## src/rtl/gqwd_pkg.sv

```systemverilog
// Shared types, constants and helpers for the grouped quantized weight dot product.
`timescale 1ns / 1ps

package gqwd_pkg;

    localparam int NUM_LANES = 6;
    localparam int FMT_W     = 2;
    localparam int CNT_W     = 3;
    localparam int WORD_W    = 24;
    localparam int ACT_W     = 16;
    localparam int CODE_W    = 8;
    localparam int PROD_W    = CODE_W + ACT_W;
    localparam int COEF_W    = 24;
    localparam int GSUM_W    = 32;
    localparam int ASUM_W    = 25;
    localparam int LSUM_W    = PROD_W + 3;
    localparam int LASUM_W   = ACT_W + 3;
    localparam int P1_W      = COEF_W + GSUM_W;
    localparam int P2_W      = COEF_W + ASUM_W;
    localparam int Q_W       = P1_W + 1;
    localparam int TOTAL_W   = 64;
    localparam int EXT_W     = TOTAL_W + 1;

    // weight formats
    localparam logic [FMT_W-1:0] FMT_BYTE    = 2'd0;
    localparam logic [FMT_W-1:0] FMT_NIB     = 2'd1;
    localparam logic [FMT_W-1:0] FMT_NIB_MIN = 2'd2;
    localparam logic [FMT_W-1:0] FMT_SIX     = 2'd3;

    // request kinds
    localparam logic OP_HEADER = 1'b0;
    localparam logic OP_WEIGHT = 1'b1;

    localparam logic [CNT_W-1:0] CAP_BYTE = 3'd3;
    localparam logic [CNT_W-1:0] CAP_NIB  = 3'd6;
    localparam logic [CNT_W-1:0] CAP_SIX  = 3'd4;

    localparam logic [3:0] NIB_MASK = 4'hF;
    localparam logic [5:0] SIX_MASK = 6'h3F;
    localparam logic signed [CODE_W-1:0] NIB_OFFSET = 8'sd8;
    localparam logic signed [CODE_W-1:0] SIX_OFFSET = 8'sd32;

    localparam logic signed [TOTAL_W-1:0] TOTAL_MAX = 64'sh7FFF_FFFF_FFFF_FFFF;
    localparam logic signed [TOTAL_W-1:0] TOTAL_MIN = 64'sh8000_0000_0000_0000;

    typedef struct packed {
        logic                     valid;
        logic                     emit;
        logic                     use_min;
        logic signed [GSUM_W-1:0] gsum;
        logic signed [ASUM_W-1:0] asum;
        logic signed [COEF_W-1:0] scale;
        logic signed [COEF_W-1:0] minimum;
    } flush_t;

    function automatic logic [CNT_W-1:0] lane_capacity(input logic [FMT_W-1:0] fmt);
        logic [CNT_W-1:0] cap;
        unique case (fmt)
            FMT_BYTE:    cap = CAP_BYTE;
            FMT_NIB:     cap = CAP_NIB;
            FMT_NIB_MIN: cap = CAP_NIB;
            FMT_SIX:     cap = CAP_SIX;
            default:     cap = CAP_NIB;
        endcase
        return cap;
    endfunction

endpackage

```

## src/rtl/gqwd_merge.sv

```systemverilog
// Merge stage: sums the lane results into the group sums and issues group flushes.
`timescale 1ns / 1ps

module gqwd_merge (
    input  logic                                aclk,
    input  logic                                aresetn,
    input  logic                                en,
    input  logic                                in_valid,
    input  logic                                opcode,
    input  logic                                row_end,
    input  logic [gqwd_pkg::FMT_W-1:0]          weight_format,
    input  logic signed [gqwd_pkg::COEF_W-1:0]  group_scale,
    input  logic signed [gqwd_pkg::COEF_W-1:0]  group_minimum,
    input  logic signed [gqwd_pkg::PROD_W-1:0]  prod [gqwd_pkg::NUM_LANES],
    input  logic signed [gqwd_pkg::ACT_W-1:0]   act [gqwd_pkg::NUM_LANES],
    output gqwd_pkg::flush_t                    flush_reg
);
    import gqwd_pkg::*;

    logic signed [GSUM_W-1:0]  group_sum_reg, group_sum_next;
    logic signed [ASUM_W-1:0]  act_sum_reg, act_sum_next;
    logic signed [COEF_W-1:0]  held_scale_reg, held_scale_next;
    logic signed [COEF_W-1:0]  held_min_reg, held_min_next;
    flush_t                    flush_next;
    logic signed [LSUM_W-1:0]  lane_sum;
    logic signed [LASUM_W-1:0] lane_asum;
    logic signed [GSUM_W-1:0]  gsum_add;
    logic signed [ASUM_W-1:0]  asum_add;

    always_comb begin
        lane_sum  = '0;
        lane_asum = '0;
        for (int i = 0; i < NUM_LANES; i++) begin
            lane_sum  = lane_sum + LSUM_W'(prod[i]);
            lane_asum = lane_asum + LASUM_W'(act[i]);
        end
        // both sums wrap at their register widths
        gsum_add = group_sum_reg + GSUM_W'(lane_sum);
        asum_add = act_sum_reg + ASUM_W'(lane_asum);
    end

    always_comb begin
        group_sum_next     = group_sum_reg;
        act_sum_next       = act_sum_reg;
        held_scale_next    = held_scale_reg;
        held_min_next      = held_min_reg;
        flush_next         = '0;
        flush_next.scale   = held_scale_reg;
        flush_next.minimum = held_min_reg;
        flush_next.use_min = (weight_format == FMT_NIB_MIN);
        if (in_valid) begin
            if (opcode == OP_HEADER) begin
                // close the running group with the old coefficients, then load new ones
                flush_next.valid = 1'b1;
                flush_next.gsum  = group_sum_reg;
                flush_next.asum  = act_sum_reg;
                group_sum_next   = '0;
                act_sum_next     = '0;
                held_scale_next  = group_scale;
                held_min_next    = group_minimum;
            end else if (row_end) begin
                flush_next.valid = 1'b1;
                flush_next.emit  = 1'b1;
                flush_next.gsum  = gsum_add;
                flush_next.asum  = asum_add;
                group_sum_next   = '0;
                act_sum_next     = '0;
            end else begin
                group_sum_next   = gsum_add;
                act_sum_next     = asum_add;
            end
        end
    end

    always_ff @(posedge aclk) begin
        if (!aresetn) begin
            group_sum_reg  <= '0;
            act_sum_reg    <= '0;
            held_scale_reg <= '0;
            held_min_reg   <= '0;
            flush_reg      <= '0;
        end else if (en) begin
            group_sum_reg  <= group_sum_next;
            act_sum_reg    <= act_sum_next;
            held_scale_reg <= held_scale_next;
            held_min_reg   <= held_min_next;
            flush_reg      <= flush_next;
        end
    end

`ifndef SYNTH
    a_header_clears_group: assert property (@(posedge aclk) disable iff (!aresetn)
        en && in_valid && (opcode == OP_HEADER) |=> (group_sum_reg == '0) && (act_sum_reg == '0))
        else $error("group sums not cleared after header");
`endif

endmodule

```

## config.mk

```make
export PLATFORM = sky130hd
export DESIGN_NAME = gqwd_merge
export DESIGN_NICKNAME = d
export VERILOG_FILES = /design/src/rtl/gqwd_pkg.sv /design/src/rtl/gqwd_merge.sv
export SDC_FILE = /design/constraint.sdc
export NUM_CORES = 1
export LEC_CHECK = 0
export BUFFER_PORTS_ARGS = -buffer_cell sky130_fd_sc_hd__buf_2
export CAP_MARGIN = 15
export CORE_AREA = 4 4 186 188
export DETAILED_ROUTE_END_ITERATION = 12
export DIE_AREA = 0 0 190 192
export PLACE_DENSITY = 0.78
export SETUP_SLACK_MARGIN = 0.02
export SYNTH_ARGS = -nofsm -noshare
export SYNTH_HDL_FRONTEND = slang
export SYNTH_SLANG_ARGS = --single-unit
```

## constraint.sdc

```tcl
create_clock -name aclk -period 4.8 [get_ports aclk]
set_clock_uncertainty 0.2 [all_clocks]
set_input_delay 0.24 -clock aclk [delete_from_list [all_inputs] [get_ports aclk]]
set_output_delay 0.24 -clock aclk [all_outputs]
set_load 0.05 [all_outputs]
```

==> summary.md <==
| Metric | Value |
|---|---|
| H-tree levels | 1 |
| Final max-slew violation count | 0 |
| Initial DRT Pass Iterations | 6 |
| Slowest stage delay, CP | 530 ps |
| Reg-to-Reg Start | group_sum_reg[6] |
| Placed Cells | about 2700 |
| Max-slew headroom | roughly a quarter |
| Row count | 67 |
| TritonCTS clock tree | yes |
| Max VDD drop | 0.407 mV |
| Yosys top cell area share | 26.5% |
| Total Power | 13.7 mW |
| Fmax | 217 MHz |
| Core area | 33100 sq um |
| Top cells by area, synth | fa_1, dfxtp_1, inv_1 |
| Root Buffer | clkbuf_16 |
| WP data arrival | between 4000 and 5000 ps |
| WHS Path Cells | 4 |
| Die area | 36500 sq um |
| Buffers added on ports | 403 |
| DRC | 0 |
| Number of buffer and inverter stages on the critical path | 6 |
| #FFs+latches synth | about 210 |
| Crit Path Max Fanout | 2 |
| Number of antenna diodes | 0 |
| Crit. path cell count | 20 |
| Count of cell types in the netlist | 58 |
| Final core occ | 62.4% |
| Final setup violation count | 0 |
| Die span in x | approximately 190 microns |
| Fin crit share | 96.1% |
| Critical path class | input port to register |
| Vias in the first global route | 15154 |
| Critical-path top delay cell | fa_1 |
| Initial core utilization | 49.0% |
| P_leak | 10.8 nW |
| 1st-iter DRT viols | 750 |
| Worst-path cell chain | buf_2 > inv_1 > fa_1 > inv_1 > fa_1 > fa_1 > inv_2 > fa_1 > inv_1 > ha_4 > a21o_1 > a31o_1 > or3b_4 > buf_4 > o211a_1 > o21a_1 > o21a_1 > o21a_1 > or3_1 > a21oi_1 |
| Routability congestion estimate | 0.887 |
| Non-filler cells, final | 2841 |
| Post-synthesis sequential area ratio | 26.3% |
| Drt total wl | about 45000 microns |
| Syn_nets | approximately 2400 |
| Critical Path Source Type | input port |
| RSZ-0062 raised after global routing | true |
| Mapped Cells | 1873 |
| Share of layout cells above drive strength 1 | 23.5% |
| Status | finished, final reports clean |
| CP delay by family, top | adder cells |
| I/O pin total | between 400 and 500 |
| ANT nets after route | 0 |
| GRT overflow | 0 |
| R2R depth | 14 |
| All-layer global routing usage | approximately a quarter |
| R2r setup slk | 1130 ps |
| Clock latency on the worst-skew pair | 520 ps |
| Largest net degree at the start of global routing | 118 |
| Worst Path Required | 5040 ps |
| Drt wl/cell | approximately 16 microns |
| Hold EP | flush_reg[107] |
| Mean post-synth cell area | 8.66 sq um |
| Num CTS Buffers | 24 |
| Leading area contributor after synthesis | fa_1 |
| Power Density | 665 nW/um^2 |
| Synthesized cell area | 16200 sq um |
| Primary FF master, synth | dfxtp_1 |
| Hpwl dp | 33400 microns |
| Hold Path Origin | en |
| Ys async rst share | 0% |
| Layout area overhead | 27.2% |
| Fin crit period | 4610 ps |
| Average vias per placed instance | ~5.1 |
| Sink Count | 213 |
| First-pass GRT wire length | 71600 microns |
| Clock Pin Slew Worst Setup and Hold Paths | 60 ps |
| Crit end category | register |
| Most prevalent standard cell on the critical path | fa_1 |
| Hold Violations, Final | 0 |
| Initial antenna violation count | 1 |
| Slew @ Worst Pin | 1110 ps |
| Routed via count | 14490 |
| Max_cap viols | 0 |
| Maximum clock insertion buffer count | 3 |
| Min-Delay Path Class | input port to register |
| Nets | 2950 |
| R2r endpoint | flush_reg[92] |
| Max reg flops | 108 |
| Vert. Die Dim | 192 microns |
| Post-synth EDFFs | 0 |
| Yosys warns | 0 |
[layout make-up]
cell class,instances,area (sq um)
Inverter,472,1780
Clock buffer,35,682
Sequential cell,213,4260
Clock inverter,6,45.0
Tap cell,448,561
Timing Repair Buffer,554,3300
Fill cell,2674,12500
Multi-Input combinational cell,1113,10000
[worst max-delay path by stage]
stage | start | endpoint | slack, ps
after CTS | prod[10] | flush_reg[97] | 110
after floorplan | prod[6] | flush_reg[92] | 10
after detailed placement | prod[10] | flush_reg[97] | -410
final | prod[10] | flush_reg[92] | 190
after global placement | prod[2] | flush_reg[101] | -300
after global routing | act[49] | act_sum_reg[23] | 10
[cells in the final DEF (no fill, tap or decap), types with 4 or more instances in the layout]
cell type      Yosys  routed
o21ai_0           45      43
a31oi_1            9       9
a21o_1            27      27
and3_1             6       6
clkbuf_1          63       7
nand2b_1          11      11
a211o_1            4       4
nor3_1             8       8
buf_4              0      97
a21oi_2            0       4
fa_1             215     214
and4_1             4       4
dfxtp_1          213     213
o211ai_1           8       8
ha_1              61      58
clkinv_2           0       4
xor2_1            21      21
a22o_1            23      23
a222oi_1          22      22
a221oi_1          19      18
clkbuf_8           0       4
mux2i_1           49      49
a21oi_1          118     114
inv_1            470     469
o21bai_1           7       7
o22ai_1            5       5
a22oi_1           18      18
nand4_1            8       8
buf_2              0     403
clkbuf_16          0      24
nand3_1            7       7
or2_2              4       4
dlygate4sd3_1      0      53
xnor2_1           27      27
nand2_1          151     150
o21a_1             8       8
nor2b_1            7       7
nor2_1           186     183
[worst reg2reg max path, stage by stage (launching register included)]
cell,delay [ps]
dfxtp_1,370
inv_1,80
fa_1,550
inv_1,70
ha_4,210
a21o_1,180
or3_1,320
o21a_1,210
buf_4,150
o211a_1,230
o21a_1,180
o21a_1,180
o21a_1,180
or3_1,340
a21oi_1,140
[cell usage after synthesis, drive strengths merged (2+ instances only)]
cell / instances
a22o: 23
o22ai: 5
or2: 4
a22oi: 18
o31a: 2
o211ai: 8
nand3: 7
dfxtp: 213
nand2b: 11
a211oi: 4
nor2b: 7
a21boi: 3
xor2: 21
or3: 3
a31oi: 9
clkbuf: 63
a21oi: 118
fa: 215
nor2: 186
a221o: 2
mux2i: 49
o21bai: 7
ha: 61
o21ai: 45
and2: 2
a222oi: 22
a211o: 4
and3: 7
and4: 4
nand4: 8
buf: 12
xnor2: 27
o21a: 8
a221oi: 19
a41oi: 2
nand2: 151
a21o: 27
nor3: 8
inv: 471
[layer usage]
layer	vias to the layer above	track usage, %	part of all wire (%)	routed length (microns)
li1	6853	-	-	-
met1	6933	27.4	38	17100
met2	575	43.6	51	22900
met3	127	3.78	6.8	3040
met4	2	9.07	3.7	1650
met5	-	0	0.029	13
[kinds of logic (layout without fill, tap and decap cells)]
group,Yosys count,in the layout,share of synthesized area (%)
buffers and inverters,547,1067,12.7
xor gates and xnor gates,48,48,2.59
muxes,50,50,3.09
AOI/OAI and AO/OA,338,338,13.9
adders and majority gates,276,276,31.2
DFF,213,213,26.3
and+or+nand+nor,401,401,10.3
[what timing repair did]
item                                   CTS  global route
hold buffers                            53             0
endpoints found under the hold margin   51             0
setup endpoints to repair                0            15
buffers inserted                         0             4
gates resized for setup                  0            11
[through the flow]
| stage | setup TNS (ps) | setup WS [ps] | area (sq um) | hold slack, ps |
|---|---|---|---|---|
| 3_3_place_gp | -5690 | -304 | 19300 | 241 |
| 3_5_place_dp | -8940 | -412 | 19300 | 246 |
| 6_report | 0 | 189 | 20600 | 75.0 |
| 2_1_floorplan | 0 | 11.4 | 16300 | 176 |
| 5_1_grt | 0 | 10.2 | 20600 | 75.2 |
| 4_1_cts | 0 | 109 | 20500 | 40.6 |
[where the power goes]
group / leakage [nW] / internal [mW] / total [mW] / switching (mW)
Clock: 0.359 / 0.982 / 1.72 / 0.736
Combinational: 8.76 / 4.52 / 9.96 / 5.44
Sequential: 1.72 / 1.94 / 2.05 / 0.116
Total: 10.8 / 7.44 / 13.7 / 6.29
Note: power is estimated with default switching activity, not from simulation.
