[config.mk]
export PLATFORM = sky130hd
export DESIGN_NAME = gqwd_lane
export DESIGN_NICKNAME = d
export VERILOG_FILES = /design/src/rtl/gqwd_pkg.sv /design/src/rtl/gqwd_lane.sv
export SDC_FILE = /design/constraint.sdc
export NUM_CORES = 1
export LEC_CHECK = 0
export ABC_CLOCK_PERIOD_IN_PS = 7900
export BUFFER_PORTS_ARGS = -buffer_cell sky130_fd_sc_hd__buf_2
export CAP_MARGIN = 20
export CORE_MARGIN = 2
export CORE_UTILIZATION = 31
export DETAILED_ROUTE_END_ITERATION = 8
export PLACE_DENSITY = 0.6
export SYNTH_ARGS = -nofsm -noshare
export SYNTH_HDL_FRONTEND = slang
export SYNTH_SLANG_ARGS = --single-unit
[constraint.sdc]
create_clock -name aclk -period 7.9 [get_ports aclk]
set_input_delay 1.58 -clock aclk [delete_from_list [all_inputs] [get_ports aclk]]
set_output_delay 1.58 -clock aclk [all_outputs]
set_load 0.05 [all_outputs]
[src/rtl/gqwd_pkg.sv]
// Shared types, constants and helpers for the grouped quantized weight dot product.
`timescale 1ns / 1ps

package gqwd_pkg;

    localparam int NUM_LANES = 6;
    localparam int FMT_W     = 2;
    localparam int CNT_W     = 3;
    localparam int WORD_W    = 24;
    localparam int ACT_W     = 16;
    localparam int CODE_W    = 8;
    localparam int PROD_W    = CODE_W + ACT_W;
    localparam int COEF_W    = 24;
    localparam int GSUM_W    = 32;
    localparam int ASUM_W    = 25;
    localparam int LSUM_W    = PROD_W + 3;
    localparam int LASUM_W   = ACT_W + 3;
    localparam int P1_W      = COEF_W + GSUM_W;
    localparam int P2_W      = COEF_W + ASUM_W;
    localparam int Q_W       = P1_W + 1;
    localparam int TOTAL_W   = 64;
    localparam int EXT_W     = TOTAL_W + 1;

    // weight formats
    localparam logic [FMT_W-1:0] FMT_BYTE    = 2'd0;
    localparam logic [FMT_W-1:0] FMT_NIB     = 2'd1;
    localparam logic [FMT_W-1:0] FMT_NIB_MIN = 2'd2;
    localparam logic [FMT_W-1:0] FMT_SIX     = 2'd3;

    // request kinds
    localparam logic OP_HEADER = 1'b0;
    localparam logic OP_WEIGHT = 1'b1;

    localparam logic [CNT_W-1:0] CAP_BYTE = 3'd3;
    localparam logic [CNT_W-1:0] CAP_NIB  = 3'd6;
    localparam logic [CNT_W-1:0] CAP_SIX  = 3'd4;

    localparam logic [3:0] NIB_MASK = 4'hF;
    localparam logic [5:0] SIX_MASK = 6'h3F;
    localparam logic signed [CODE_W-1:0] NIB_OFFSET = 8'sd8;
    localparam logic signed [CODE_W-1:0] SIX_OFFSET = 8'sd32;

    localparam logic signed [TOTAL_W-1:0] TOTAL_MAX = 64'sh7FFF_FFFF_FFFF_FFFF;
    localparam logic signed [TOTAL_W-1:0] TOTAL_MIN = 64'sh8000_0000_0000_0000;

    typedef struct packed {
        logic                     valid;
        logic                     emit;
        logic                     use_min;
        logic signed [GSUM_W-1:0] gsum;
        logic signed [ASUM_W-1:0] asum;
        logic signed [COEF_W-1:0] scale;
        logic signed [COEF_W-1:0] minimum;
    } flush_t;

    function automatic logic [CNT_W-1:0] lane_capacity(input logic [FMT_W-1:0] fmt);
        logic [CNT_W-1:0] cap;
        unique case (fmt)
            FMT_BYTE:    cap = CAP_BYTE;
            FMT_NIB:     cap = CAP_NIB;
            FMT_NIB_MIN: cap = CAP_NIB;
            FMT_SIX:     cap = CAP_SIX;
            default:     cap = CAP_NIB;
        endcase
        return cap;
    endfunction

endpackage

[src/rtl/gqwd_lane.sv]
// One decode-and-multiply lane: extracts its weight code and registers code times activation.
`timescale 1ns / 1ps

module gqwd_lane #(
    parameter int LANE_IDX = 0
) (
    input  logic                                  aclk,
    input  logic                                  en,
    input  logic [gqwd_pkg::FMT_W-1:0]            weight_format,
    input  logic [gqwd_pkg::WORD_W-1:0]           weight_word,
    input  logic [gqwd_pkg::CNT_W-1:0]            valid_count,
    input  logic signed [gqwd_pkg::ACT_W-1:0]     act,
    output logic signed [gqwd_pkg::PROD_W-1:0]    prod_reg,
    output logic signed [gqwd_pkg::ACT_W-1:0]     act_reg
);
    import gqwd_pkg::*;

    localparam logic [CNT_W-1:0] IDX = CNT_W'(LANE_IDX);

    logic [2*WORD_W-1:0]        word_wide;
    logic [CODE_W-1:0]          byte_f;
    logic [3:0]                 nib_f;
    logic [5:0]                 six_f;
    logic [CNT_W-1:0]           cap;
    logic [CNT_W-1:0]           used;
    logic                       active;
    logic signed [CODE_W-1:0]   code;
    logic signed [PROD_W-1:0]   prod_full;
    logic signed [PROD_W-1:0]   prod_next;
    logic signed [ACT_W-1:0]    act_next;

    // zero-pad so every lane's field select stays in range
    assign word_wide = {{WORD_W{1'b0}}, weight_word};
    assign byte_f    = word_wide[8*LANE_IDX +: 8];
    assign nib_f     = word_wide[4*LANE_IDX +: 4] & NIB_MASK;
    assign six_f     = word_wide[6*LANE_IDX +: 6] & SIX_MASK;

    always_comb begin
        cap    = lane_capacity(weight_format);
        used   = (valid_count > cap) ? cap : valid_count;
        active = (IDX < used);
        unique case (weight_format)
            FMT_BYTE:    code = $signed(byte_f);
            FMT_NIB:     code = $signed({4'b0000, nib_f}) - NIB_OFFSET;
            FMT_NIB_MIN: code = $signed({4'b0000, nib_f});
            FMT_SIX:     code = $signed({2'b00, six_f}) - SIX_OFFSET;
            default:     code = '0;
        endcase
        // keep the multiply in its own signed context
        prod_full = code * act;
        prod_next = active ? prod_full : '0;
        act_next  = active ? act : '0;
    end

    always_ff @(posedge aclk) begin
        if (en) begin
            prod_reg <= prod_next;
            act_reg  <= act_next;
        end
    end

endmodule

==> impl_metrics.csv, run 1 <==
group,metric,value,unit
run_status,outcome,"completed",
detailed_routing,drtIter0Drc,163,
placed_design,place.gp.congestion,0.8809,
detailed_routing,drcViolationCount,0,
setup_path,crit_type,"in -> reg",
yosys,async_reset_ff_frac,0,
floorplan,row_count,52,
detailed_routing,final_antenna_net_count,0,
yosys,synth_cell_types,37,
setup_path,cp_slowest_cell,"a21oi_1",
finish,largest_reg_flops,24,
finish,final-seq-area,0.001201,mm^2
detailed_routing,vias_per_cell,4.547,
finish,area_growth,13.64,%
pwr,p_per_area,352.2,mW/mm^2
yosys,synth_area,0.006265,mm^2
setup_path,worstPathMaxFanout,9,
timing,setup_violations,0,
cts,cts_buffers,5,
setup_path,worstPathBufferInverterCount,3,
yosys,syn_inst,662,
timing,worst_slew_pin_slew,0.9555,ns
detailed_routing,routedWlPerCell,14.39,um
grt,antenna_found_initial,0,
timing,hold_slack,1.698,ns
yosys,synth-edff-count,40,
placed_design,pre_cts_ws,0.4424,ns
finish,fin_nets,930,
yosys,synth_top_area_frac,0.3291,
setup_path,critPathRequiredTime,7.94,ns
setup_path,cp_data_arrival_time,7.02,ns
floorplan,dieWidth,146.2,um
cts,cts.sinks,40,
setup_path,cp-start-kind,"input port",
cts,clock_path_buffers,2,
cts,holdBufCountCts,0,
timing,period_minus_slack,6.975,ns
grt,grt_pass1_wl,24.92,mm
cts,path_clk_slew,0.06,ns
grt,grt_pass1_vias,4968,
cts,clockRootBuffer,"clkbuf_16",
timing,max_freq,143.4,MHz
finish,final_core_util,0.3553,
yosys,synth.most_common_cell,"inv_1",
finish,drive_gt1_frac,0.1255,
detailed_routing,first_pass_iters,4,
timing,slew_headroom,0.3614,
floorplan,coreArea,0.02004,mm^2
grt,grt_overflow,0,
timing,slew_viol_final,0,
yosys,yosysTopAreaCell,"fa_1",
yosys,ys_seq_area_frac,0.1917,
setup_path,max_stage_delay,0.69,ns
grt,grtUsageTotal,0.1472,
floorplan,initial_core_util,0.3126,
cts,tritoncts,"done",
setup_path,crit_chain,"buf_2 > and2_1 > nor2b_1 > a21oi_1 > nor2_1 > fa_1 > fa_1 > fa_1 > inv_1 > fa_1 > inv_1 > ha_1 > nand3_1 > nor3_1 > o2111ai_1 > a41o_1 > o21ai_2 > mux2_1",
setup_path,end_kind,"flop",
detailed_routing,drt-total-wl,14.43,mm
timing,hold_violations,0,
yosys,syn_area_per_cell,9.463,um^2
finish,multiInputGateArea,0.004409,mm^2
floorplan,io_pins,87,
timing,tns,0,ns
pwr,vdd_drop_max,0.0001934,V
pwr,p_leak,3.416,nW
timing,setup_ws,0.9250,ns
yosys,synth_common_cells,"inv_1 (156), fa_1 (103), and2_1 (97)",
placed_design,hpwl,11.58,mm
finish,num_antenna_cells,0,
yosys,synth_nets,860,
timing,fin_crit_sh,0.8829,
setup_path,path_delay_family,"adder cells",
yosys,ys_seq_elements,40,
min_path,hp-class,"in -> reg",
floorplan,die_area,0.02136,mm^2
cts,cts_setup_buffers,0,
setup_path,path_common_cell,"fa_1",
placed_design,port_buffers,70,
detailed_routing,num_vias,4561,
cts,h-tree-depth,2,
yosys,yosysWarnings,0,
floorplan,die_y,146.2,um
yosys,synth_area_leaders,"fa_1 (33%), edfxtp_1 (19%), and2_1 (9.7%), ha_1 (9.6%), inv_1 (9.3%)",
finish,fillers,2139,
timing,rsz0062_at_grt,"no",
run,cap_violations,0,
cts,cts_resized,0,
grt,grt_max_degree,41,
yosys,synth_ff_type,"edfxtp_1",
-- worst paths after layout --
path / slack (ns) / to / start / cells past startpoint
worst max-delay path: 0.92 / prod_reg[21] / weight_format[0] / 18
worst min-delay path: 1.70 / act_reg[0] / act[0] / 2
-- through the flow --
stage / instance area [um^2] / std cells / total power, mW
5_1_grt: 7119 / 1003 / 2.798
4_1_cts: 7112 / 1002 / 2.542
2_1_floorplan: 6265 / 662 / 1.861
3_5_place_dp: 6944 / 994 / 2.287
6_report: 7119 / 1003 / 2.508
3_3_place_gp: 6944 / 994 / 2.263
-- cell families after synthesis --
family | after synthesis | synth area share
adders and majority gates | 151 | 0.4250
xor gates and xnor gates | 17 | 0.02377
AOI/OAI and AO/OA | 61 | 0.06072
and+or+nand+nor | 216 | 0.1861
buffers and inverters | 172 | 0.1045
DFF | 40 | 0.1917
muxes | 5 | 0.008189
-- per-layer routing --
| metal | part of all wire | global-route usage | vias up |
|---|---|---|---|
| li1 | - | - | 2164 |
| met1 | 0.45 | 0.1866 | 2285 |
| met2 | 0.49 | 0.2587 | 92 |
| met3 | 0.046 | 0.03219 | 20 |
| met4 | 0.015 | 0.03155 | 0 |
| met5 | 0 | 0 | - |
-- final cells by class --
class | instances | area share
clock buffer | 5 | 0.01757
multi-input combinational | 450 | 0.6193
timing repair buffer | 79 | 0.05870
tap | 270 | 0.04745
clock inverter | 3 | 0.005975
sequential | 40 | 0.1687
inverter | 156 | 0.08225
-- where the power goes --
group	internal (mW)	switching, mW
Combinational	0.724	1.16
Clock	0.149	0.0883
Sequential	0.368	0.0137
-- cell usage in the layout (no fill, tap or decap), types with 17 or more instances in the layout --
| master | Yosys | final |
|---|---|---|
| a21oi_1 | 20 | 20 |
| ha_1 | 48 | 48 |
| nor2_1 | 33 | 33 |
| inv_1 | 156 | 156 |
| edfxtp_1 | 40 | 40 |
| nand2_1 | 34 | 34 |
| and2_1 | 97 | 97 |
| buf_2 | 7 | 70 |
| nor2b_1 | 17 | 17 |
| fa_1 | 103 | 103 |
(Power assumes the default switching activity.)
==> inputs of run 2 (changes only) <==
GPL_TIMING_DRIVEN = 0   (was not set)
SLEW_MARGIN = 20   (was not set)
==> run 2 against run 1 <==
  * Worst setup slack worse by 0.23 ns
  * Maximum frequency down 3.1%
  * Via count down 0.26%
  * Global-route usage up 0.089 points
  * Critical path depth up 1
  * Design area down 0.37%
  * Clock power down 17%
  * Final cell count up 0.80%
  * Worst hold slack better by 0.019 ns
  * Sequential power about the same
  * Sequential share of layout area up 0.063 points
  * First-iteration DRC count up 21%
==> impl_metrics.csv, run 2 (synthesis results as in run 1) <==
group,metric,value,unit
cts,cts_setup_buffers,0,
setup_path,cp-start-kind,"input port",
pwr,p_per_area,344.6,mW/mm^2
finish,largest_reg_flops,24,
floorplan,coreArea,0.02004,mm^2
pwr,p_leak,3.393,nW
detailed_routing,final_antenna_net_count,0,
floorplan,initial_core_util,0.3126,
grt,grt_max_degree,41,
detailed_routing,routedWlPerCell,14.39,um
detailed_routing,first_pass_iters,5,
setup_path,worstPathMaxFanout,10,
timing,setup_ws,0.6982,ns
min_path,hp-class,"in -> reg",
finish,final-seq-area,0.001201,mm^2
run_status,outcome,"completed",
setup_path,crit_type,"in -> reg",
run,cap_violations,0,
detailed_routing,drt-total-wl,14.54,mm
floorplan,die_y,146.2,um
placed_design,hpwl,12.08,mm
cts,cts.sinks,40,
timing,max_freq,138.9,MHz
finish,layout_common_cells,"inv_1 (156), fa_1 (103), and2_1 (97)",
placed_design,pre_cts_ws,0.4644,ns
pwr,fin_total_pwr,2.444,mW
setup_path,critPathLaunch,"weight_format[0]",
pwr,vdd_drop_max,0.0002035,V
finish,area_growth,13.22,%
min_path,worstHoldStart,"weight_word[0]",
cts,h-tree-depth,2,
setup_path,end_kind,"flop",
timing,rsz0062_at_grt,"no",
setup_path,critPathRequiredTime,7.94,ns
placed_design,place.gp.congestion,0.8625,
cts,clock_path_buffers,2,
floorplan,row_count,52,
cts,path_clk_slew,0.06,ns
grt,grt_pass1_wl,24.83,mm
detailed_routing,num_vias,4549,
floorplan,io_pins,87,
timing,slew_viol_final,0,
detailed_routing,vias_per_cell,4.500,
timing,slew_headroom,0.4217,
grt,grt_overflow,0,
cts,tritoncts,"done",
detailed_routing,drcViolationCount,0,
cts,holdBufCountCts,0,
floorplan,die_area,0.02136,mm^2
finish,multiInputGateArea,0.004409,mm^2
finish,fin_nets,936,
detailed_routing,drtIter0Drc,198,
finish,mostFrequentLayoutCell,"inv_1",
grt,grtUsageTotal,0.1481,
setup_path,cp_data_arrival_time,7.24,ns
grt,grt_pass1_vias,4827,
timing,worst_slew_pin_slew,0.8674,ns
timing,period_minus_slack,7.202,ns
cts,clockRootBuffer,"clkbuf_16",
cts,cts_resized,0,
timing,tns,0,ns
timing,fin_crit_sh,0.9116,
timing,hold_slack,1.717,ns
finish,fillers,2117,
finish,drive_gt1_frac,0.1206,
grt,antenna_found_initial,1,
cts,cts_buffers,5,
finish,final_core_util,0.3540,
timing,setup_violations,0,
timing,hold_violations,0,
floorplan,dieWidth,146.2,um
placed_design,port_buffers,69,
==> run 2: layout make-up <==
type | instances | area share
Clock buffer | 5 | 0.01764
Clock inverter | 2 | 0.001764
Timing Repair Buffer | 69 | 0.04869
Antenna cell | 3 | 0.001058
Buffer | 16 | 0.009702
Sequential cell | 40 | 0.1693
Tap cell | 270 | 0.04763
Multi-Input combinational cell | 450 | 0.6216
Inverter | 156 | 0.08255
==> run 2: routing by layer <==
metal | global-route usage | wire, um | share of wire
met5 | 0 | 0 | 0
met4 | 0.03689 | 280 | 0.019
met3 | 0.02406 | 792 | 0.054
met2 | 0.2467 | 6825 | 0.47
met1 | 0.2025 | 6645 | 0.46
==> run 2: through the flow <==
stage,instances,cell area (um^2)
after global placement,1001,6948
after detailed placement,1001,6948
final,1011,7093
after floorplan,662,6265
after global routing,1009,7088
after CTS,1008,7086
==> run 2: worst paths after layout <==
| path | end | slack, ns | depth (start not counted) |
|---|---|---|---|
| setup / recovery | prod_reg[21] | 0.70 | 19 |
| hold / removal | prod_reg[0] | 1.72 | 2 |
==> run 2: where the power goes <==
part	internal, mW	total (mW)	switching [mW]
clock	0.114	0.196	0.0819
combinational	0.705	1.87	1.16
sequential	0.368	0.381	0.0129
total	1.19	2.44	1.26
==> run 2: critical path, cell delays in order <==
cell and delay, ns:
buf_2 0.13, nor2b_1 0.21, xor2_1 0.64, clkbuf_1 0.53, nand2_1 0.16, fa_1 0.52
inv_1 0.05, fa_1 0.47, fa_1 0.56, inv_1 0.06, fa_1 0.53, inv_1 0.04
ha_1 0.39, nand2_1 0.15, nor3_1 0.21, o2111ai_1 0.18, a41o_1 0.34, o21ai_2 0.14
mux2_1 0.33
