--- config.mk ---
export PLATFORM = sky130hd
export DESIGN_NAME = gqwd_accum
export DESIGN_NICKNAME = d
export VERILOG_FILES = /design/src/rtl/gqwd_pkg.sv /design/src/rtl/gqwd_accum.sv
export SDC_FILE = /design/constraint.sdc
export NUM_CORES = 2
export LEC_CHECK = 0
export ABC_AREA = 1
export BUFFER_PORTS_ARGS = -buffer_cell sky130_fd_sc_hd__buf_4
export CAP_MARGIN = 20
export CORE_UTILIZATION = 27
export DETAILED_ROUTE_END_ITERATION = 10
export PLACE_DENSITY = 0.49
export SYNTH_ARGS = -nofsm -noshare
export SYNTH_HDL_FRONTEND = slang
export SYNTH_SLANG_ARGS = --single-unit
export TNS_END_PERCENT = 50
--- constraint.sdc ---
create_clock -name aclk -period 10.05 [get_ports aclk]
set_clock_uncertainty 0.1 [all_clocks]
set_input_delay 2.01 -clock aclk [delete_from_list [all_inputs] [get_ports aclk]]
set_output_delay 2.01 -clock aclk [all_outputs]
set_load 0.1 [all_outputs]
--- src/rtl/gqwd_pkg.sv ---
// Shared types, constants and helpers for the grouped quantized weight dot product.
`timescale 1ns / 1ps

package gqwd_pkg;

    localparam int NUM_LANES = 6;
    localparam int FMT_W     = 2;
    localparam int CNT_W     = 3;
    localparam int WORD_W    = 24;
    localparam int ACT_W     = 16;
    localparam int CODE_W    = 8;
    localparam int PROD_W    = CODE_W + ACT_W;
    localparam int COEF_W    = 24;
    localparam int GSUM_W    = 32;
    localparam int ASUM_W    = 25;
    localparam int LSUM_W    = PROD_W + 3;
    localparam int LASUM_W   = ACT_W + 3;
    localparam int P1_W      = COEF_W + GSUM_W;
    localparam int P2_W      = COEF_W + ASUM_W;
    localparam int Q_W       = P1_W + 1;
    localparam int TOTAL_W   = 64;
    localparam int EXT_W     = TOTAL_W + 1;

    // weight formats
    localparam logic [FMT_W-1:0] FMT_BYTE    = 2'd0;
    localparam logic [FMT_W-1:0] FMT_NIB     = 2'd1;
    localparam logic [FMT_W-1:0] FMT_NIB_MIN = 2'd2;
    localparam logic [FMT_W-1:0] FMT_SIX     = 2'd3;

    // request kinds
    localparam logic OP_HEADER = 1'b0;
    localparam logic OP_WEIGHT = 1'b1;

    localparam logic [CNT_W-1:0] CAP_BYTE = 3'd3;
    localparam logic [CNT_W-1:0] CAP_NIB  = 3'd6;
    localparam logic [CNT_W-1:0] CAP_SIX  = 3'd4;

    localparam logic [3:0] NIB_MASK = 4'hF;
    localparam logic [5:0] SIX_MASK = 6'h3F;
    localparam logic signed [CODE_W-1:0] NIB_OFFSET = 8'sd8;
    localparam logic signed [CODE_W-1:0] SIX_OFFSET = 8'sd32;

    localparam logic signed [TOTAL_W-1:0] TOTAL_MAX = 64'sh7FFF_FFFF_FFFF_FFFF;
    localparam logic signed [TOTAL_W-1:0] TOTAL_MIN = 64'sh8000_0000_0000_0000;

    typedef struct packed {
        logic                     valid;
        logic                     emit;
        logic                     use_min;
        logic signed [GSUM_W-1:0] gsum;
        logic signed [ASUM_W-1:0] asum;
        logic signed [COEF_W-1:0] scale;
        logic signed [COEF_W-1:0] minimum;
    } flush_t;

    function automatic logic [CNT_W-1:0] lane_capacity(input logic [FMT_W-1:0] fmt);
        logic [CNT_W-1:0] cap;
        unique case (fmt)
            FMT_BYTE:    cap = CAP_BYTE;
            FMT_NIB:     cap = CAP_NIB;
            FMT_NIB_MIN: cap = CAP_NIB;
            FMT_SIX:     cap = CAP_SIX;
            default:     cap = CAP_NIB;
        endcase
        return cap;
    endfunction

endpackage

--- src/rtl/gqwd_accum.sv ---
// Flush pipeline: scales group sums, saturating row accumulation and result register.
`timescale 1ns / 1ps

module gqwd_accum (
    input  logic                                 aclk,
    input  logic                                 aresetn,
    input  logic                                 en,
    input  gqwd_pkg::flush_t                     flush_in,
    input  logic                                 m_ready,
    output logic                                 m_valid,
    output logic signed [gqwd_pkg::TOTAL_W-1:0]  m_dot_value,
    output logic                                 m_saturated,
    output logic                                 emit_head
);
    import gqwd_pkg::*;

    // multiply stage
    logic                      s3_valid_reg, s3_emit_reg;
    logic signed [P1_W-1:0]    p1_reg, p1_next;
    logic signed [P2_W-1:0]    p2_reg, p2_next;
    logic signed [P2_W-1:0]    p2_full;

    // prepare stage
    logic                      s4_valid_reg, s4_emit_reg;
    logic signed [P1_W-1:0]    p1b_reg;
    logic signed [Q_W-1:0]     q_reg, q_next;
    logic signed [TOTAL_W-1:0] hi_sat_reg, hi_sat_next;
    logic signed [TOTAL_W-1:0] lo_sat_reg, lo_sat_next;

    // accumulate stage
    logic signed [TOTAL_W-1:0] row_total_reg, row_total_next;
    logic                      clamp_reg, clamp_next;
    logic                      m_valid_reg, m_valid_next;
    logic signed [TOTAL_W-1:0] m_dot_value_reg, m_dot_value_next;
    logic                      m_saturated_reg, m_saturated_next;

    logic signed [EXT_W-1:0]   first_sum;
    logic signed [EXT_W-1:0]   both_sum;
    logic                      ovf_first, ovf_both, clamp_now;
    logic signed [TOTAL_W-1:0] total_new;
    logic                      fire;

    always_comb begin
        p1_next = flush_in.scale * flush_in.gsum;
        p2_full = flush_in.minimum * flush_in.asum;
        p2_next = flush_in.use_min ? p2_full : '0;
    end

    // outcomes of the minimum term when the scale term already clamped
    always_comb begin
        q_next      = Q_W'(p1_reg) + Q_W'(p2_reg);
        hi_sat_next = (!p2_reg[P2_W-1] && (p2_reg != '0)) ? TOTAL_MAX
                                                           : TOTAL_MAX + TOTAL_W'(p2_reg);
        lo_sat_next = p2_reg[P2_W-1] ? TOTAL_MIN : TOTAL_MIN + TOTAL_W'(p2_reg);
    end

    always_comb begin
        first_sum = EXT_W'(row_total_reg) + EXT_W'(p1b_reg);
        both_sum  = EXT_W'(row_total_reg) + EXT_W'(q_reg);
        ovf_first = first_sum[EXT_W-1] ^ first_sum[EXT_W-2];
        ovf_both  = !ovf_first && (both_sum[EXT_W-1] ^ both_sum[EXT_W-2]);
        clamp_now = ovf_first | ovf_both;
        if (ovf_first) begin
            total_new = first_sum[EXT_W-1] ? lo_sat_reg : hi_sat_reg;
        end else if (ovf_both) begin
            total_new = both_sum[EXT_W-1] ? TOTAL_MIN : TOTAL_MAX;
        end else begin
            total_new = both_sum[TOTAL_W-1:0];
        end
    end

    assign fire      = en && s4_valid_reg;
    assign emit_head = s4_valid_reg && s4_emit_reg;

    always_comb begin
        row_total_next   = row_total_reg;
        clamp_next       = clamp_reg;
        m_valid_next     = m_valid_reg && !m_ready;
        m_dot_value_next = m_dot_value_reg;
        m_saturated_next = m_saturated_reg;
        if (fire) begin
            if (s4_emit_reg) begin
                // hand the total out and start a fresh row
                m_valid_next     = 1'b1;
                m_dot_value_next = total_new;
                m_saturated_next = clamp_reg | clamp_now;
                row_total_next   = '0;
                clamp_next       = 1'b0;
            end else begin
                row_total_next   = total_new;
                clamp_next       = clamp_reg | clamp_now;
            end
        end
    end

    always_ff @(posedge aclk) begin
        if (!aresetn) begin
            s3_valid_reg  <= 1'b0;
            s3_emit_reg   <= 1'b0;
            s4_valid_reg  <= 1'b0;
            s4_emit_reg   <= 1'b0;
            row_total_reg <= '0;
            clamp_reg     <= 1'b0;
            m_valid_reg   <= 1'b0;
        end else begin
            if (en) begin
                s3_valid_reg <= flush_in.valid;
                s3_emit_reg  <= flush_in.emit;
                s4_valid_reg <= s3_valid_reg;
                s4_emit_reg  <= s3_emit_reg;
            end
            row_total_reg <= row_total_next;
            clamp_reg     <= clamp_next;
            m_valid_reg   <= m_valid_next;
        end
    end

    always_ff @(posedge aclk) begin
        if (en) begin
            p1_reg     <= p1_next;
            p2_reg     <= p2_next;
            p1b_reg    <= p1_reg;
            q_reg      <= q_next;
            hi_sat_reg <= hi_sat_next;
            lo_sat_reg <= lo_sat_next;
        end
        m_dot_value_reg <= m_dot_value_next;
        m_saturated_reg <= m_saturated_next;
    end

    assign m_valid     = m_valid_reg;
    assign m_dot_value = m_dot_value_reg;
    assign m_saturated = m_saturated_reg;

`ifndef SYNTH
    a_emit_clears_row: assert property (@(posedge aclk) disable iff (!aresetn)
        fire && s4_emit_reg |=> (row_total_reg == '0) && !clamp_reg)
        else $error("row state not cleared after result");

    a_no_overwrite: assert property (@(posedge aclk) disable iff (!aresetn)
        emit_head && m_valid_reg && !m_ready |-> !en)
        else $error("pipeline advanced over a held result");
`endif

endmodule
==> results <==
- The source of the worst register-to-register timing path is q_reg[0]$_DFFE_PP_.
- The number of maximum-capacitance constraint violations is 0.
- Setup repair after global routing left no endpoint under its margin.
- The worst-path maximum fanout is 20.
- The total congestion overflow after global routing is 0.
- The max-slew violation count was 0.
- The filler cell count in the final layout is around 32,000.
- The maximum clock frequency is around 120 MHz.
- The worst reg2reg path depth is 21.
- The top-level I/O count is roughly 180.
- Clock tree synthesis found a total of approximately 470 sinks.
- The clock tree from TritonCTS is yes.
- The final reports fail on DRC.
- The floorplan step defined a core boundary enclosing approximately 290,000 um2.
- Global routing used between 10% and 20% of the available tracks across all layers.
- The tightest hold path in the finished design has a slack of 382 ps.
- The starting density of the core is between 20% and 30%.
- The wire length reported by the detailed router is between 200,000 and 300,000 um.
- The multi-input logic area is roughly 55,000 um2.
- The startpoint identified for the worst hold timing path is s3_emit_reg$_SDFFE_PN0P_.
- For this run, the number of standard cells in the final layout without fillers is ~14,000.
- The area of the die is a little under 300,000 um2.
- In this run, the number of DRC markers left after iteration 0 of detailed routing was 4,572.
- The number of flip-flops and latches in the synthesized netlist is about 470.
- The H-tree was split into 2 levels.
- The final period utilization is a little over four fifths.
- Yosys mapped a number of flops with a built-in enable equal to between 300 and 400.
- The total CTS buffers is 59.
- Setup violations remaining at the end of the flow were counted as 0.
- The post-synth design cell area is ~80,000 um2.
- Compared with the post-synthesis result, the final layout area differs by 8.77%.
- STA classifies the critical path endpoint as a register.
- The via count of the routed design is 62,200.
- The arrival time at the worst endpoint is a little under 9000 ps.
- The count of cell types in the netlist is 56.
- The kind of path behind the tightest hold check is reg2reg.
- From bottom edge to top edge, the die measures around 550 um.
- After clock tree synthesis, the repair step resized 0 gates.
- The floorplan has 199 rows.
- In the final layout, the share of cells above drive strength 1 is 4.28%.
- Entering global routing, the biggest net connects slightly below 90 pins.
- After detailed routing, the number of vias per cell comes to 4.51.
- The hold buffer count at CTS is 0.
- The storage element area is approximately 13,000 um2.
- Dividing the detail-routed wire length by the instance count gives approximately 19 um.
- A synthesized cell averages ~8.1 um2.
- Post-CTS timing repair inserted 0 buffers for setup.
- The width of the die is roughly 550 um.
- In the synthesized netlist the dominant register cell turns out to be sky130_fd_sc_hd__edfxtp_1.
- The total number of yosys warnings is 0.
- The initial antenna violation count is 24.
- The capture instance of the worst register-to-register path is m_dot_value[32]$_DFFE_PP_.
- The worst setup path is launched from an input port.
- The net count of the finished layout is about 12,000.
- In the synthesized netlist the async set-or-reset flop fraction comes to 0%.
- The setup slack of the most critical reg-to-reg path is ~5700 ps.
- After synthesis, flip-flops and latches occupy between 10% and 20% of the total area.
- For the worst-skew pair, the clock arrives at the later sink with an insertion delay of slightly below 700 ps.
- After clock tree synthesis, the clock-pin slew on the worst setup and hold paths is about 60 ps.
- For the pin with the worst max-slew slack, the measured transition is approximately 1000 ps.
- The post-detailed-route DRC marker count is 38.
- The tree is rooted in a sky130_fd_sc_hd__clkbuf_16.
- The required time of the critical path is 10,360 ps.
- By startpoint and endpoint, the worst setup path is classified as in2reg.
- The HPWL after detailed placement is approximately 210,000 um.
- The run finished, with violations left.
- The clock period minus final worst setup slack is 8520 ps.
- For the final routed database, the setup TNS stands at 0 ps.
- The number of buffers added on ports is about 180.
- In this run the remaining antenna-violating nets after routing total 0.
- Before antenna repair, the detailed router went through 8 iterations.
- The first global-routing pass estimated between 300,000 and 400,000 um of wire.
- Headroom to the max-slew limit came out at 31.6%.
- The cell count after placement is roughly 14,000.
- No sink is reached through more buffers than the 3 on the longest clock path.
- Along the worst hold path, the cell count comes to 2.
- The number of global-route vias before repair came to ~64,000.
- The routability congestion estimate is 0.920.
- The final count of hold timing violations was 0.
- For hold timing, the worst endpoint is s4_emit_reg$_SDFFE_PN0P_.
- Counting every instance in the synthesized netlist gives approximately 10,000.
-- worst max path at each step --
stage / slack (ps) / cells after the start / endpoint / startpoint
5_1_grt: 1130 / 24 / p2_reg[48]$_SDFFCE_PN0P_ / flush_in[0]
6_report: 1530 / 26 / p1_reg[51]$_DFFE_PP_ / flush_in[32]
3_3_place_gp: 300 / 25 / p1_reg[50]$_DFFE_PP_ / flush_in[47]
2_1_floorplan: 1700 / 26 / p2_reg[35]$_SDFFCE_PN0P_ / flush_in[3]
3_5_place_dp: 500 / 28 / p1_reg[50]$_DFFE_PP_ / flush_in[32]
4_1_cts: 1210 / 28 / p1_reg[50]$_DFFE_PP_ / flush_in[32]
-- cell families (layout without fill, tap and decap cells) --
group | count (synthesis) | in the layout | synth area share (%)
xor+xnor | 187 | 187 | 2.05
other cells | 2 | 13 | 0.00939
flops | 467 | 467 | 16.7
buf+inv | 2946 | 2919 | 14.1
simple gates | 3617 | 3617 | 18.9
fa+ha+maj | 1884 | 1884 | 42.8
compound gates | 801 | 801 | 5.53
-- cells in the final DEF, fill, tap and decap left out, types with 6 or more instances in the layout --
cell type                      n
sky130_fd_sc_hd__edfxtp_1    397
sky130_fd_sc_hd__a31oi_1      47
sky130_fd_sc_hd__o21a_1       29
sky130_fd_sc_hd__conb_1        9
sky130_fd_sc_hd__inv_2        13
sky130_fd_sc_hd__clkinv_1     14
sky130_fd_sc_hd__a21oi_2      13
sky130_fd_sc_hd__nor3_1       33
sky130_fd_sc_hd__clkinv_4      6
sky130_fd_sc_hd__clkbuf_16    60
sky130_fd_sc_hd__o31ai_1       7
sky130_fd_sc_hd__nand3_1     407
sky130_fd_sc_hd__nor2_2       17
sky130_fd_sc_hd__nand2_2      22
sky130_fd_sc_hd__nand3b_1     21
sky130_fd_sc_hd__clkinv_2     15
sky130_fd_sc_hd__o21bai_1     28
sky130_fd_sc_hd__a21oi_1     424
sky130_fd_sc_hd__nand2_1    2318
sky130_fd_sc_hd__nor2_1      543
sky130_fd_sc_hd__fa_1       1414
sky130_fd_sc_hd__ha_1        470
sky130_fd_sc_hd__nand4_1     104
sky130_fd_sc_hd__and3_1       70
sky130_fd_sc_hd__inv_1      2581
sky130_fd_sc_hd__o211ai_1      9
sky130_fd_sc_hd__nor4_1       31
sky130_fd_sc_hd__nand3_2       8
sky130_fd_sc_hd__buf_4       208
sky130_fd_sc_hd__a21o_1       23
sky130_fd_sc_hd__or2_2        17
sky130_fd_sc_hd__dfxtp_1      70
sky130_fd_sc_hd__o21ai_0     198
sky130_fd_sc_hd__xor2_1      107
sky130_fd_sc_hd__xnor2_1      80
-- worst max-delay path: stages --
cell                      delay, ps
sky130_fd_sc_hd__buf_4          320
sky130_fd_sc_hd__buf_4          310
sky130_fd_sc_hd__nand2_1         80
sky130_fd_sc_hd__inv_1           80
sky130_fd_sc_hd__fa_1           440
sky130_fd_sc_hd__fa_1           510
sky130_fd_sc_hd__inv_1          130
sky130_fd_sc_hd__fa_1           470
sky130_fd_sc_hd__fa_1           550
sky130_fd_sc_hd__inv_1           50
sky130_fd_sc_hd__fa_1           540
sky130_fd_sc_hd__fa_1           500
sky130_fd_sc_hd__inv_1           40
sky130_fd_sc_hd__fa_1           470
sky130_fd_sc_hd__inv_1           40
sky130_fd_sc_hd__ha_1           360
sky130_fd_sc_hd__a21o_1         220
sky130_fd_sc_hd__a31oi_1        140
sky130_fd_sc_hd__o21ai_0        120
sky130_fd_sc_hd__nor2_1         330
sky130_fd_sc_hd__nand3_1        300
sky130_fd_sc_hd__a21oi_1        310
sky130_fd_sc_hd__o21ai_0        190
sky130_fd_sc_hd__nand2_1        100
sky130_fd_sc_hd__nand2_1         60
sky130_fd_sc_hd__xor2_1         140
-- metal layers --
layer	vias to the layer above	wire (um)	global-route usage [%]
li1	29400	-	-
met1	30900	125000	25.6
met2	1683	113000	27.0
met3	250	14300	1.93
met4	6	6270	4.10
met5	-	44	0
-- Yosys cell counts, types with 17 or more instances --
| library cell | count | area (um2) |
|---|---|---|
| sky130_fd_sc_hd__a21o_1 | 23 | 173 |
| sky130_fd_sc_hd__a21oi_1 | 424 | 2120 |
| sky130_fd_sc_hd__a31oi_1 | 47 | 294 |
| sky130_fd_sc_hd__and3_1 | 70 | 438 |
| sky130_fd_sc_hd__buf_2 | 44 | 220 |
| sky130_fd_sc_hd__clkbuf_1 | 291 | 1090 |
| sky130_fd_sc_hd__dfxtp_1 | 70 | 1400 |
| sky130_fd_sc_hd__edfxtp_1 | 397 | 11900 |
| sky130_fd_sc_hd__fa_1 | 1414 | 28300 |
| sky130_fd_sc_hd__ha_1 | 470 | 5880 |
| sky130_fd_sc_hd__inv_1 | 2582 | 9690 |
| sky130_fd_sc_hd__nand2_1 | 2320 | 8710 |
| sky130_fd_sc_hd__nand2_2 | 22 | 138 |
| sky130_fd_sc_hd__nand3_1 | 407 | 2040 |
| sky130_fd_sc_hd__nand3b_1 | 21 | 158 |
| sky130_fd_sc_hd__nand4_1 | 104 | 651 |
| sky130_fd_sc_hd__nor2_1 | 545 | 2050 |
| sky130_fd_sc_hd__nor2_2 | 17 | 106 |
| sky130_fd_sc_hd__nor3_1 | 33 | 165 |
| sky130_fd_sc_hd__nor4_1 | 31 | 194 |
| sky130_fd_sc_hd__o21a_1 | 29 | 218 |
| sky130_fd_sc_hd__o21ai_0 | 198 | 991 |
| sky130_fd_sc_hd__o21bai_1 | 28 | 210 |
| sky130_fd_sc_hd__or2_2 | 17 | 106 |
| sky130_fd_sc_hd__xnor2_1 | 80 | 701 |
| sky130_fd_sc_hd__xor2_1 | 107 | 937 |
-- layout make-up --
class                           instances  area share (%)
Multi-Input combinational cell       6498            63.7
Sequential cell                       467            15.3
Inverter                             2596            11.2
Tap cell                             3919            5.64
Timing Repair Buffer                  212            1.87
Clock buffer                           63            1.74
Clock inverter                         48           0.489
Antenna cell                            4          0.0115
-- metrics by stage --
stage / worst slack [ps] / instance area (um2) / util (%)
6_report: 1530 / 86900 / 29.5
2_1_floorplan: 1700 / 80000 / -
4_1_cts: 1210 / 86900 / 29.5
3_3_place_gp: 300 / 85000 / 28.9
3_5_place_dp: 504 / 85000 / 28.9
5_1_grt: 1130 / 86900 / 29.5
Power is left out: the tool's default activity adds up to more than one toggle a clock period on the data nets, which glitch-free logic cannot reach.
